## src/hdl/aee_pkg.sv

```systemverilog
package aee_pkg;

  // Field widths
  localparam int CHANNEL_W = 4;
  localparam int LEVEL_W   = 8;
  localparam int RATE_W    = 8;
  localparam int MVOL_W    = 4;
  localparam int PHASE_W   = 3;
  localparam int REQ_W     = 2;
  localparam int OP_W      = 3;
  localparam int STEP_W    = 2;

  // Request codes on req_type
  localparam logic [REQ_W-1:0] REQ_TICK  = 2'd0;
  localparam logic [REQ_W-1:0] REQ_START = 2'd1;
  localparam logic [REQ_W-1:0] REQ_STOP  = 2'd2;

  // Classified operations handed from front to back
  localparam logic [OP_W-1:0] OP_NONE  = 3'd0;  // channel out of range
  localparam logic [OP_W-1:0] OP_TICK  = 3'd1;
  localparam logic [OP_W-1:0] OP_START = 3'd2;
  localparam logic [OP_W-1:0] OP_STOP  = 3'd3;
  localparam logic [OP_W-1:0] OP_PEEK  = 3'd4;  // unused request code, report only

  // Reported phase codes
  localparam logic [PHASE_W-1:0] PHASE_OFF     = 3'd0;
  localparam logic [PHASE_W-1:0] PHASE_PENDING = 3'd1;
  localparam logic [PHASE_W-1:0] PHASE_ATTACK  = 3'd2;
  localparam logic [PHASE_W-1:0] PHASE_DECAY   = 3'd3;
  localparam logic [PHASE_W-1:0] PHASE_SUSTAIN = 3'd4;
  localparam logic [PHASE_W-1:0] PHASE_RELEASE = 3'd5;
  localparam logic [PHASE_W-1:0] PHASE_ECHO    = 3'd6;

  // Envelope step field
  localparam logic [STEP_W-1:0] STEP_ATTACK  = 2'd3;
  localparam logic [STEP_W-1:0] STEP_DECAY   = 2'd2;
  localparam logic [STEP_W-1:0] STEP_SUSTAIN = 2'd1;
  localparam logic [STEP_W-1:0] STEP_NONE    = 2'd0;

  localparam logic [MVOL_W-1:0]  MVOL_RESET = 4'hF;
  localparam logic [LEVEL_W-1:0] LEVEL_MAX  = 8'hFF;

  // Per-channel phase flags
  typedef struct packed {
    logic              start;
    logic              stop;
    logic              loop;
    logic              echo;
    logic [STEP_W-1:0] step;
  } flags_t;

  // Classified command in the middle queue
  typedef struct packed {
    logic [OP_W-1:0]      op;
    logic [CHANNEL_W-1:0] channel;
    logic [RATE_W-1:0]    atk_rate;
    logic [RATE_W-1:0]    dec_rate;
    logic [LEVEL_W-1:0]   sus_level;
    logic [RATE_W-1:0]    rel_rate;
    logic [LEVEL_W-1:0]   echo_lvl;
    logic                 loop_en;
  } cmd_t;

  // Channel status after the state update
  typedef struct packed {
    logic [CHANNEL_W-1:0] channel;
    logic [LEVEL_W-1:0]   level;
    logic                 active;
    logic [PHASE_W-1:0]   phase;
    logic                 loop;
  } stat_t;

  // Result item in the output queue
  typedef struct packed {
    logic [CHANNEL_W-1:0] channel;
    logic [LEVEL_W-1:0]   level;
    logic [LEVEL_W-1:0]   mix;
    logic                 active;
    logic [PHASE_W-1:0]   phase;
    logic                 loop;
  } res_t;

  localparam int CMD_W = $bits(cmd_t);
  localparam int RES_W = $bits(res_t);

  // Channel sounds or waits to start
  function automatic logic is_live(input flags_t f);
    return f.start | f.stop | f.echo | (f.step != STEP_NONE);
  endfunction

  function automatic logic [PHASE_W-1:0] phase_code(input flags_t f);
    logic [PHASE_W-1:0] p;
    priority if (!is_live(f)) p = PHASE_OFF;
    else if (f.start)         p = PHASE_PENDING;
    else if (f.echo)          p = PHASE_ECHO;
    else if (f.stop)          p = PHASE_RELEASE;
    else if (f.step == STEP_ATTACK) p = PHASE_ATTACK;
    else if (f.step == STEP_DECAY)  p = PHASE_DECAY;
    else                      p = PHASE_SUSTAIN;
    return p;
  endfunction

endpackage

```

## src/hdl/aee_fifo.sv

```systemverilog
module aee_fifo #(
  parameter int WIDTH = 8,
  parameter int DEPTH = 4
) (
  input  logic             clk,
  input  logic             rst,
  input  logic             push,
  input  logic [WIDTH-1:0] wdata,
  output logic             full,
  input  logic             pop,
  output logic [WIDTH-1:0] rdata,
  output logic             empty
);

  localparam int PTR_W = (DEPTH > 1) ? $clog2(DEPTH) : 1;
  localparam int CNT_W = $clog2(DEPTH + 1);

  logic [WIDTH-1:0] mem [DEPTH];
  logic [PTR_W-1:0] wr_ptr;
  logic [PTR_W-1:0] rd_ptr;
  logic [CNT_W-1:0] count;
  logic             do_push;
  logic             do_pop;

  assign full    = (count == CNT_W'(DEPTH));
  assign empty   = (count == '0);
  assign do_push = push && !full;
  assign do_pop  = pop && !empty;
  assign rdata   = mem[rd_ptr];

  // Storage, no reset needed
  always_ff @(posedge clk) begin
    if (do_push) begin
      mem[wr_ptr] <= wdata;
    end
  end

  // Pointers and fill count
  always_ff @(posedge clk) begin
    if (rst) begin
      wr_ptr <= '0;
      rd_ptr <= '0;
      count  <= '0;
    end else begin
      if (do_push) begin
        wr_ptr <= (wr_ptr == PTR_W'(DEPTH - 1)) ? '0 : wr_ptr + 1'b1;
      end
      if (do_pop) begin
        rd_ptr <= (rd_ptr == PTR_W'(DEPTH - 1)) ? '0 : rd_ptr + 1'b1;
      end
      if (do_push && !do_pop) begin
        count <= count + 1'b1;
      end else if (do_pop && !do_push) begin
        count <= count - 1'b1;
      end
    end
  end

endmodule

```

## src/hdl/aee_front.sv

```systemverilog
module aee_front import aee_pkg::*; #(
  parameter int NUM_CHANNELS = 16
) (
  input  logic [REQ_W-1:0]     req_type,
  input  logic [CHANNEL_W-1:0] channel,
  input  logic [RATE_W-1:0]    attack_rate,
  input  logic [RATE_W-1:0]    decay_rate,
  input  logic [LEVEL_W-1:0]   sustain_level,
  input  logic [RATE_W-1:0]    release_rate,
  input  logic [LEVEL_W-1:0]   echo_level,
  input  logic                 loop_enable,
  output cmd_t                 cmd
);

  // Classify the request and range-check the channel
  always_comb begin
    cmd.channel   = channel;
    cmd.atk_rate  = attack_rate;
    cmd.dec_rate  = decay_rate;
    cmd.sus_level = sustain_level;
    cmd.rel_rate  = release_rate;
    cmd.echo_lvl  = echo_level;
    cmd.loop_en   = loop_enable;
    if (int'(channel) >= NUM_CHANNELS) begin
      cmd.op = OP_NONE;
    end else begin
      unique case (req_type)
        REQ_TICK:  cmd.op = OP_TICK;
        REQ_START: cmd.op = OP_START;
        REQ_STOP:  cmd.op = OP_STOP;
        default:   cmd.op = OP_PEEK;
      endcase
    end
  end

endmodule

```

## src/hdl/aee_back.sv

```systemverilog
module aee_back import aee_pkg::*; #(
  parameter int NUM_CHANNELS = 16
) (
  input  logic              clk,
  input  logic              rst,
  input  cmd_t              cmd,
  input  logic              cmd_valid,
  output logic              cmd_pop,
  input  logic [MVOL_W-1:0] master_volume,
  input  logic              res_full,
  output logic              res_push,
  output res_t              res
);

  // Only channels reachable by the channel field get storage
  localparam int NUM_STORED = (NUM_CHANNELS < (1 << CHANNEL_W)) ? NUM_CHANNELS
                                                               : (1 << CHANNEL_W);
  localparam int IDX_W = (NUM_STORED > 1) ? $clog2(NUM_STORED) : 1;

  flags_t             flags_mem [NUM_STORED];
  logic [LEVEL_W-1:0] level_mem [NUM_STORED];
  logic [LEVEL_W-1:0] echo_mem  [NUM_STORED];
  logic [RATE_W-1:0]  atk_mem   [NUM_STORED];
  logic [RATE_W-1:0]  dec_mem   [NUM_STORED];
  logic [LEVEL_W-1:0] sus_mem   [NUM_STORED];
  logic [RATE_W-1:0]  rel_mem   [NUM_STORED];

  logic [IDX_W-1:0]     idx;
  flags_t               f;
  flags_t               flags_next;
  logic [LEVEL_W-1:0]   lvl;
  logic [LEVEL_W-1:0]   level_next;
  logic [LEVEL_W-1:0]   ech;
  logic [LEVEL_W-1:0]   echo_next;
  logic [RATE_W-1:0]    mul_rate;
  logic [2*LEVEL_W-1:0] prod;
  logic [LEVEL_W-1:0]   scaled;
  logic [LEVEL_W:0]     atk_sum;
  logic                 act;
  logic                 fire;
  logic                 wr_state;
  stat_t                stat;
  stat_t                b_stat;
  logic                 b_valid;
  logic [MVOL_W:0]      mv_inc;
  logic [LEVEL_W+MVOL_W:0] mix_prod;

  // Stage handshake: stage B drains into the result queue
  assign res_push = b_valid && !res_full;
  assign fire     = cmd_valid && (!b_valid || !res_full);
  assign cmd_pop  = fire;
  assign wr_state = fire && (cmd.op != OP_NONE);

  // Channel state read
  assign idx = cmd.channel[IDX_W-1:0];
  assign f   = flags_mem[idx];
  assign lvl = level_mem[idx];
  assign ech = echo_mem[idx];

  // Shared decay/release multiplier and attack adder
  assign mul_rate = f.stop ? rel_mem[idx] : dec_mem[idx];
  assign prod     = lvl * mul_rate;
  assign scaled   = prod[2*LEVEL_W-1:LEVEL_W];
  assign atk_sum  = {1'b0, lvl} + {1'b0, atk_mem[idx]};

  // Per-channel envelope update
  always_comb begin
    flags_next = f;
    level_next = lvl;
    echo_next  = ech;
    act        = is_live(f);
    unique case (cmd.op)
      OP_TICK: begin
        if (is_live(f)) begin
          priority if (f.start) begin
            if (f.stop) begin
              // stop while pending cancels the note
              flags_next = '0;
              act        = 1'b0;
            end else begin
              flags_next      = '0;
              flags_next.loop = f.loop;
              flags_next.step = STEP_ATTACK;
              level_next      = atk_mem[idx];
            end
          end else if (f.echo) begin
            echo_next = ech - 1'b1;
            if (echo_next == '0) begin
              flags_next = '0;
              act        = 1'b0;
            end
          end else if (f.stop) begin
            level_next = scaled;
            if (scaled <= ech) begin
              if (ech == '0) begin
                flags_next = '0;
                act        = 1'b0;
              end else begin
                flags_next.echo = 1'b1;
              end
            end
          end else begin
            unique case (f.step)
              STEP_DECAY: begin
                level_next = scaled;
                if (scaled <= sus_mem[idx]) begin
                  if (sus_mem[idx] == '0) begin
                    // no sustain: fall through to the echo tail
                    if (ech == '0) begin
                      flags_next = '0;
                      act        = 1'b0;
                    end else begin
                      flags_next.echo = 1'b1;
                    end
                  end else begin
                    level_next      = sus_mem[idx];
                    flags_next.step = STEP_SUSTAIN;
                  end
                end
              end
              STEP_ATTACK: begin
                if (atk_sum[LEVEL_W]) begin
                  level_next      = LEVEL_MAX;
                  flags_next.step = STEP_DECAY;
                end else begin
                  level_next = atk_sum[LEVEL_W-1:0];
                end
              end
              default: begin
                flags_next = f;
              end
            endcase
          end
        end
      end
      OP_START: begin
        flags_next       = '0;
        flags_next.start = 1'b1;
        flags_next.loop  = cmd.loop_en;
        echo_next        = cmd.echo_lvl;
        act              = 1'b1;
      end
      OP_STOP: begin
        if (is_live(f)) begin
          flags_next.stop = 1'b1;
        end
      end
      default: begin
        flags_next = f;
      end
    endcase
  end

  // Status for the result
  always_comb begin
    stat.channel = cmd.channel;
    if (cmd.op == OP_NONE) begin
      stat.level  = '0;
      stat.active = 1'b0;
      stat.phase  = PHASE_OFF;
      stat.loop   = 1'b0;
    end else begin
      stat.level  = level_next;
      stat.active = act;
      stat.phase  = phase_code(flags_next);
      stat.loop   = flags_next.loop;
    end
  end

  // Channel state write-back
  always_ff @(posedge clk) begin
    if (rst) begin
      for (int i = 0; i < NUM_STORED; i++) begin
        flags_mem[i] <= '0;
        level_mem[i] <= '0;
        echo_mem[i]  <= '0;
      end
    end else if (wr_state) begin
      flags_mem[idx] <= flags_next;
      level_mem[idx] <= level_next;
      echo_mem[idx]  <= echo_next;
    end
  end

  // Rates, undefined until a start writes them
  always_ff @(posedge clk) begin
    if (fire && (cmd.op == OP_START)) begin
      atk_mem[idx] <= cmd.atk_rate;
      dec_mem[idx] <= cmd.dec_rate;
      sus_mem[idx] <= cmd.sus_level;
      rel_mem[idx] <= cmd.rel_rate;
    end
  end

  // Stage B register
  always_ff @(posedge clk) begin
    if (rst) begin
      b_valid <= 1'b0;
    end else if (fire) begin
      b_valid <= 1'b1;
    end else if (res_push) begin
      b_valid <= 1'b0;
    end
  end

  always_ff @(posedge clk) begin
    if (fire) begin
      b_stat <= stat;
    end
  end

  // Mix scaling: level * (master + 1) / 16
  assign mv_inc   = {1'b0, master_volume} + 1'b1;
  assign mix_prod = (LEVEL_W + MVOL_W + 1)'(b_stat.level) * (LEVEL_W + MVOL_W + 1)'(mv_inc);

  always_comb begin
    res.channel = b_stat.channel;
    res.level   = b_stat.level;
    res.mix     = mix_prod[LEVEL_W+MVOL_W-1:MVOL_W];
    res.active  = b_stat.active;
    res.phase   = b_stat.phase;
    res.loop    = b_stat.loop;
  end

endmodule

```

## src/hdl/adsr_echo_envelope.sv

```systemverilog
// A transfer passes the command queue, the stage B register and the result queue.
// Throughput: one item per cycle while the result queue is not full, including
//   repeated ticks on the same channel; the state update closes as the item pops.
// Queues of four entries sit before the state stage and after the mix stage.
// Reset (rst, synchronous): queues empty, all channels off with level and echo
//   zero, master volume 15; channel rates are left as they are until a start.
module adsr_echo_envelope import aee_pkg::*; #(
  parameter int NUM_CHANNELS = 16
) (
  input  logic                 clk,
  input  logic                 rst,
  input  logic                 push,
  output logic                 full,
  input  logic [REQ_W-1:0]     req_type,
  input  logic [CHANNEL_W-1:0] channel,
  input  logic [RATE_W-1:0]    attack_rate,
  input  logic [RATE_W-1:0]    decay_rate,
  input  logic [LEVEL_W-1:0]   sustain_level,
  input  logic [RATE_W-1:0]    release_rate,
  input  logic [LEVEL_W-1:0]   echo_level,
  input  logic                 loop_enable,
  output logic                 empty,
  input  logic                 pop,
  output logic [CHANNEL_W-1:0] out_channel,
  output logic [LEVEL_W-1:0]   envelope_level,
  output logic [LEVEL_W-1:0]   mix_level,
  output logic                 active,
  output logic [PHASE_W-1:0]   phase,
  output logic                 loop_flag,
  input  logic                 cfg_wr_en,
  input  logic [MVOL_W-1:0]    cfg_wr_data
);

  localparam int QUEUE_DEPTH = 4;

  cmd_t              front_cmd;
  logic [CMD_W-1:0]  mid_rdata;
  cmd_t              mid_cmd;
  logic              mid_empty;
  logic              mid_pop;
  logic              res_full;
  logic              res_push;
  res_t              back_res;
  logic [RES_W-1:0]  out_rdata;
  res_t              out_res;
  logic [MVOL_W-1:0] master_volume;

  // Master volume register
  always_ff @(posedge clk) begin
    if (rst) begin
      master_volume <= MVOL_RESET;
    end else if (cfg_wr_en) begin
      master_volume <= cfg_wr_data;
    end
  end

  aee_front #(
    .NUM_CHANNELS(NUM_CHANNELS)
  ) u_front (
    .req_type     (req_type),
    .channel      (channel),
    .attack_rate  (attack_rate),
    .decay_rate   (decay_rate),
    .sustain_level(sustain_level),
    .release_rate (release_rate),
    .echo_level   (echo_level),
    .loop_enable  (loop_enable),
    .cmd          (front_cmd)
  );

  // Command queue between front and back
  aee_fifo #(
    .WIDTH(CMD_W),
    .DEPTH(QUEUE_DEPTH)
  ) u_cmd_q (
    .clk  (clk),
    .rst  (rst),
    .push (push),
    .wdata(front_cmd),
    .full (full),
    .pop  (mid_pop),
    .rdata(mid_rdata),
    .empty(mid_empty)
  );

  assign mid_cmd = cmd_t'(mid_rdata);

  aee_back #(
    .NUM_CHANNELS(NUM_CHANNELS)
  ) u_back (
    .clk          (clk),
    .rst          (rst),
    .cmd          (mid_cmd),
    .cmd_valid    (!mid_empty),
    .cmd_pop      (mid_pop),
    .master_volume(master_volume),
    .res_full     (res_full),
    .res_push     (res_push),
    .res          (back_res)
  );

  // Result queue
  aee_fifo #(
    .WIDTH(RES_W),
    .DEPTH(QUEUE_DEPTH)
  ) u_res_q (
    .clk  (clk),
    .rst  (rst),
    .push (res_push),
    .wdata(back_res),
    .full (res_full),
    .pop  (pop),
    .rdata(out_rdata),
    .empty(empty)
  );

  assign out_res        = res_t'(out_rdata);
  assign out_channel    = out_res.channel;
  assign envelope_level = out_res.level;
  assign mix_level      = out_res.mix;
  assign active         = out_res.active;
  assign phase          = out_res.phase;
  assign loop_flag      = out_res.loop;

endmodule

```

## config.mk

```make
export PLATFORM = sky130hd
export DESIGN_NAME = adsr_echo_envelope
export DESIGN_NICKNAME = d
export VERILOG_FILES = /design/src/hdl/aee_pkg.sv /design/src/hdl/aee_fifo.sv /design/src/hdl/aee_front.sv /design/src/hdl/aee_back.sv /design/src/hdl/adsr_echo_envelope.sv
export SDC_FILE = /design/constraint.sdc
export NUM_CORES = 2
export LEC_CHECK = 0
export ABC_AREA = 1
export BUFFER_PORTS_ARGS = -buffer_cell sky130_fd_sc_hd__buf_2
export CAP_MARGIN = 20
export CORE_UTILIZATION = 54
export CTS_CLUSTER_SIZE = 40
export DETAILED_ROUTE_END_ITERATION = 6
export PLACE_DENSITY = 0.67
export SLEW_MARGIN = 20
export SYNTH_ARGS = -nofsm -noshare
export SYNTH_HDL_FRONTEND = slang
export SYNTH_SLANG_ARGS = --single-unit
```

## constraint.sdc

```tcl
create_clock -name clk -period 17.5 [get_ports clk]
set_clock_uncertainty 0.05 [all_clocks]
set_input_delay 0.875 -clock clk [delete_from_list [all_inputs] [get_ports clk]]
set_output_delay 0.875 -clock clk [all_outputs]
set_load 0.01 [all_outputs]
```

Word-level counts from Yosys, hierarchy flattened. Memory sizes are Yosys's and may differ from the RTL's. A register that Yosys moved wholly into a read port is not among the register bits. Cells that the tools add are included.

Add/subtract/negate cells: 11. Multipliers: 2. Order comparisons: 2. Equal/unequal tests: 15. Multiplexer cells: 87. Bitwise operators: 7. Reduce and logical (&&, ||, !) cells: 40.

Operators by type and width (number): $mux 8 (15); $mux 6 (7); $pmux 8 s2 (2); $mux 1 (30); $mux 2 (13); $logic_not 8->1 (3); $mux 3 (8); $mux 4 (5); $eq 2x2->1 const B (9); $le 8x8->1 (2); $mul 8x8->16 (1); $reduce_or 8->1 (2); $logic_and 1x1->1 (12); $mul 8x5->12 (1); $reduce_bool 2->1 (5); $add 8x8->9 (1); $logic_not 1->1 (9); $logic_not 3->1 (3); $pmux 3 s3 (1); $add 2x1->2 const B (4); $pmux 4 s2 (1); $sub 8x1->8 const B (1); $add 3x1->3 const B (2); $eq 3x2->1 const B (2); 17 further kinds (25).

Bits in registers: 36. RAM bits: 1156. Output and inout port bits: 27. Logic and storage cells: 187. Memories kept: 9.

Memory list: u_cmd_q.mem (depth 4, width 48, read ports 1, clocked after memory_dff 1, wr ports 1, line aee_fifo.sv:18) `logic [WIDTH-1:0] mem [DEPTH];`; u_back.atk_mem (depth 16, width 8, read ports 1, clocked after memory_dff 0, wr ports 1, line aee_back.sv:23) `logic [RATE_W-1:0] atk_mem [NUM_STORED];`; u_back.dec_mem (depth 16, width 8, read ports 1, clocked after memory_dff 0, wr ports 1, line aee_back.sv:24) `logic [RATE_W-1:0] dec_mem [NUM_STORED];`; u_back.echo_mem (depth 16, width 8, read ports 1, clocked after memory_dff 0, wr ports 16, line aee_back.sv:22) `logic [LEVEL_W-1:0] echo_mem [NUM_STORED];`; u_back.level_mem (depth 16, width 8, read ports 1, clocked after memory_dff 0, wr ports 16, line aee_back.sv:21) `logic [LEVEL_W-1:0] level_mem [NUM_STORED];`; u_back.rel_mem (depth 16, width 8, read ports 1, clocked after memory_dff 0, wr ports 1, line aee_back.sv:26) `logic [RATE_W-1:0] rel_mem [NUM_STORED];`; 3 more memories.

Depth between registers and ports, before layout. An unclocked memory read counts as a cell.

Depth after elaboration: 17. Gate-level depth with buffers: 54.

Cells and area by module. A second synthesis with hierarchy kept.

Cells, all modules: 4344. Area, all modules: 53762.8 µm².

Modules (own cells, without submodules): aee_back (instances 1, cells each 3424, area an instance 41234.5 µm², sequential area each 26475.4 µm²); aee_fifo (u_cmd_q) (instances 1, cells each 536, area an instance 7681.1 µm², sequential area each 5945.7 µm²); aee_fifo (u_res_q) (instances 1, cells each 313, area an instance 4315.4 µm², sequential area each 3183.1 µm²); aee_front (instances 1, cells each 52, area an instance 390.4 µm², sequential area each 0.0 µm²); adsr_echo_envelope (instances 1, cells each 19, area an instance 141.4 µm², sequential area each 80.1 µm²).

Worst setup path before layout. OpenSTA, ideal clock, no wires.

Kind: register -> register. Start point: register with a tool-made name. End point: memory u_back.flags_mem[0][3] (netlist bit) (data pin). Library setup time: 0.267 ns. Arrival: 7.686 ns. Data required time: 17.183 ns. Slack: 9.497 ns. Cell stages (with the launch flop): 43. Clock period less this slack: 8.003 ns. Path through: dfxtp_1 > buf_4 > inv_4 > buf_4 > nand2_1 > nand3_1 > nand2_2 > nor2_2 > buf_4 > buf_2 > clkbuf_1 > clkbuf_1 > o21ai_0 > nand4_1 > nand2_1 > nand2_1 > nor2_1 > fa_1 > [... 7 more ...] > o21a_1 > nor2_1 > a2111oi_0 > nand3_1 > and2_1 > ha_1 > nand4_1 > o31ai_1 > inv_1 > nor2_1 > inv_1 > o21bai_1 > nand2_1 > nand3_1 > nand2_1 > nand3_2 > buf_4 > a21oi_1.

RTL lines: end: declaration (line aee_back.sv:20) `flags_t flags_mem [NUM_STORED];`.

==> results.py <==
metrics = {
    "floorplanning": {
        "core-area_sq_um": 96570,
        "io_pins": 83,
        "die_w_um": 314.1,
        "start_util_pct": 54.47,
        "die_h_um": 314.1,
        "fp-row-count": 114,
        "die_area_sq_um": 98660,
    },
    "synth": {
        "synth_area_leaders": "edfxtp_1 (67%), nand2_1 (5.3%), nor2_1 (4.0%)",
        "ys_types": 64,
        "avgSynthCellArea_sq_um": 12.16,
        "syn_nets": 4529,
        "synth_top_area_cell": "edfxtp_1",
        "synth_flop_cell": "edfxtp_1",
        "synthArstFlopShare_pct": 0,
        "syn_area_sq_um": 52600,
        "synth_edf_count": 1173,
        "synth_top_area_share_pct": 66.97,
        "synth_cells": 4325,
        "ys_seq_area_share_pct": 67.84,
        "ys_warn_count": 0,
        "ys_ff_latch": 1196,
    },
    "worst_setup_path": {
        "worstPathArrival_ns": 12.19,
        "critPathKind": "reg2reg",
        "critPathBufInv": 10,
        "crit_family": "simple AND/OR/NAND/NOR gates",
        "crit_fanout": 54,
        "required_ns": 17.86,
        "crit_path_max_incr_delay_ns": 0.71,
        "crit_path_end_kind": "flop",
        "start_kind": "flop",
        "cpMaxStageDelayCell": "o31ai_1",
    },
    "route": {
        "drc_errors": 0,
        "first_pass_iters": 6,
        "routed_wl_um": 137000,
        "first_iter_violations": 3953,
        "detail_route.vias_per_cell": 5.947,
        "num_vias": 34200,
        "antenna_left": 0,
        "wl_per_cell_um": 23.83,
    },
    "global_routing": {
        "grt_first_pass_wirelength_um": 204200,
        "grt_start_max_net_pins": 75,
        "grt.total_usage_pct": 27.73,
        "grt_antenna_before_repair": 6,
        "grt_pass1_vias": 33080,
        "overflow": 0,
    },
    "timing": {
        "final.setup.tns_ns": 0,
        "max-slew-margin-rel_pct": 27.69,
        "fin_crit_sh_pct": 67.55,
        "rsz0062_at_grt": "false",
        "finalHoldViolCount": 0,
        "clock.fmax_mhz": 84.59,
        "layout_min_cycle_time_ns": 11.82,
        "slew_viol_final": 0,
        "setup_viol": 0,
        "tightest_slew_ns": 1.085,
    },
    "clock_tree": {
        "path_clk_slew_ns": 0.06,
        "cts_hold_buf": 0,
        "clock_tree.buffer_depth": 3,
        "cts_buffers": 118,
        "cts_tree": "done",
        "cts-root-buf": "clkbuf_16",
        "clk-insertion-delay-late_ns": 0.72,
        "h-tree-depth": 3,
        "post_cts_resize_count": 0,
        "post-cts-setup-buffer-count": 0,
        "cts.sinks": 1196,
    },
    "layout": {
        "final_cells": 5751,
        "drive_gt1_share_pct": 12.32,
        "syn2layout_area_growth_pct": 10.32,
        "fill_cells": 7486,
        "nets": 4581,
    },
    "worst_hold_path": {
        "hold_path.class": "in2reg",
    },
    "placed_design": {
        "place_congestion": 0.9861,
        "port_buffers": 82,
        "placed_cells": 5529,
        "dp_hpwl_um": 79250,
    },
    "outcome": {
        "status": "completed",
    },
    "flow_run": {
        "cap_violations": 0,
    },
}
## cell usage in the layout (no fill, tap or decap), types with 61 or more instances in the layout
cell	instances
clkbuf_16	119
nand2_1	741
ha_1	94
o21ai_0	230
nand3_1	61
buf_4	87
o22ai_1	165
nor2_1	551
buf_2	83
inv_1	250
a21oi_1	129
a22oi_1	214
edfxtp_1	1173
## layer usage
metal / track usage [%] / routed length, um
met3: 4.901 / 12790
met2: 44.61 / 64190
met4: 8.969 / 4165
met1: 38.52 / 55850
met5: 0 / 41
## Yosys cell counts (5+ instances only)
library cell / n
a21oi_1: 129
a21oi_2: 9
a22oi_1: 214
and2_1: 5
buf_1: 19
buf_2: 68
buf_4: 23
buf_6: 22
clkbuf_1: 107
dfxtp_1: 23
edfxtp_1: 1173
fa_1: 54
ha_1: 94
inv_1: 250
inv_2: 18
nand2_1: 748
nand2_2: 25
nand3_1: 67
nand3b_1: 39
nand4_1: 57
nor2_1: 559
nor2_2: 55
nor2_4: 12
nor3_1: 22
o21ai_0: 230
o21ai_1: 14
o21bai_1: 6
o221ai_1: 5
o22ai_1: 182
xnor2_1: 7
xor2_1: 15
## registers in the layout (all words and copies together), names as in the netlist, named ones only
signal	flops
u_back.dec_mem	128
u_back.atk_mem	128
u_back.b_valid	1
u_res_q.wr_ptr	2
u_res_q.mem	100
u_back.echo_mem	128
u_back.flags_mem	96
u_cmd_q.mem	192
u_cmd_q.count	3
u_back.sus_mem	128
u_res_q.count	3
u_res_q.rd_ptr	2
master_volume	4
u_back.res	17
u_cmd_q.wr_ptr	2
u_cmd_q.rd_ptr	2
u_back.level_mem	128
u_back.rel_mem	128
## kinds of logic after synthesis
| family | share of synthesized area, % |
|---|---|
| buf+inv | 4.346 |
| flops | 67.84 |
| xor+xnor | 0.4282 |
| simple gates | 13.30 |
| compound gates | 9.796 |
| fa+ha+maj | 4.291 |
## worst paths after layout
kind	endpoint	from	depth (start not counted)	slack [ns]
worst min-delay path	u_cmd_q.mem[3][44]	channel[3]	1	0.32
worst max-delay path	u_back.flags_mem[0][3]	flop	38	5.68
worst max register to register	u_back.flags_mem[0][3]	flop	38	5.68
worst min register to register	master_volume[1]	master_volume[1]	2	0.46
## layout make-up
| class | instances | area, sq um | share of cell area [%] |
|---|---|---|---|
| diodes | 3 | 7.507 | 0.01294 |
| clock buffers | 144 | 3072 | 5.293 |
| clock inverters | 71 | 610.6 | 1.052 |
| inverters | 277 | 1052 | 1.813 |
| multi-input cells | 2613 | 14930 | 25.72 |
| flip-flops and latches | 1196 | 35690 | 61.50 |
| well taps | 1276 | 1597 | 2.751 |
| repair buffers | 171 | 1076 | 1.854 |
## per-stage QoR
step	hold WS [ns]	utilization (%)	worst slack (ns)	cell area [sq um]
2_1_floorplan	0.4087	-	9.497	52600
3_3_place_gp	0.4360	56.13	5.906	54210
3_5_place_dp	0.4474	56.15	5.833	54220
4_1_cts	0.2794	59.96	5.805	57900
5_1_grt	0.2921	60.09	4.809	58020
6_report	0.3159	60.09	5.679	58030
Power is not shown: default switching activity piles up to over one toggle a cycle in this logic, so the estimate is an artifact.
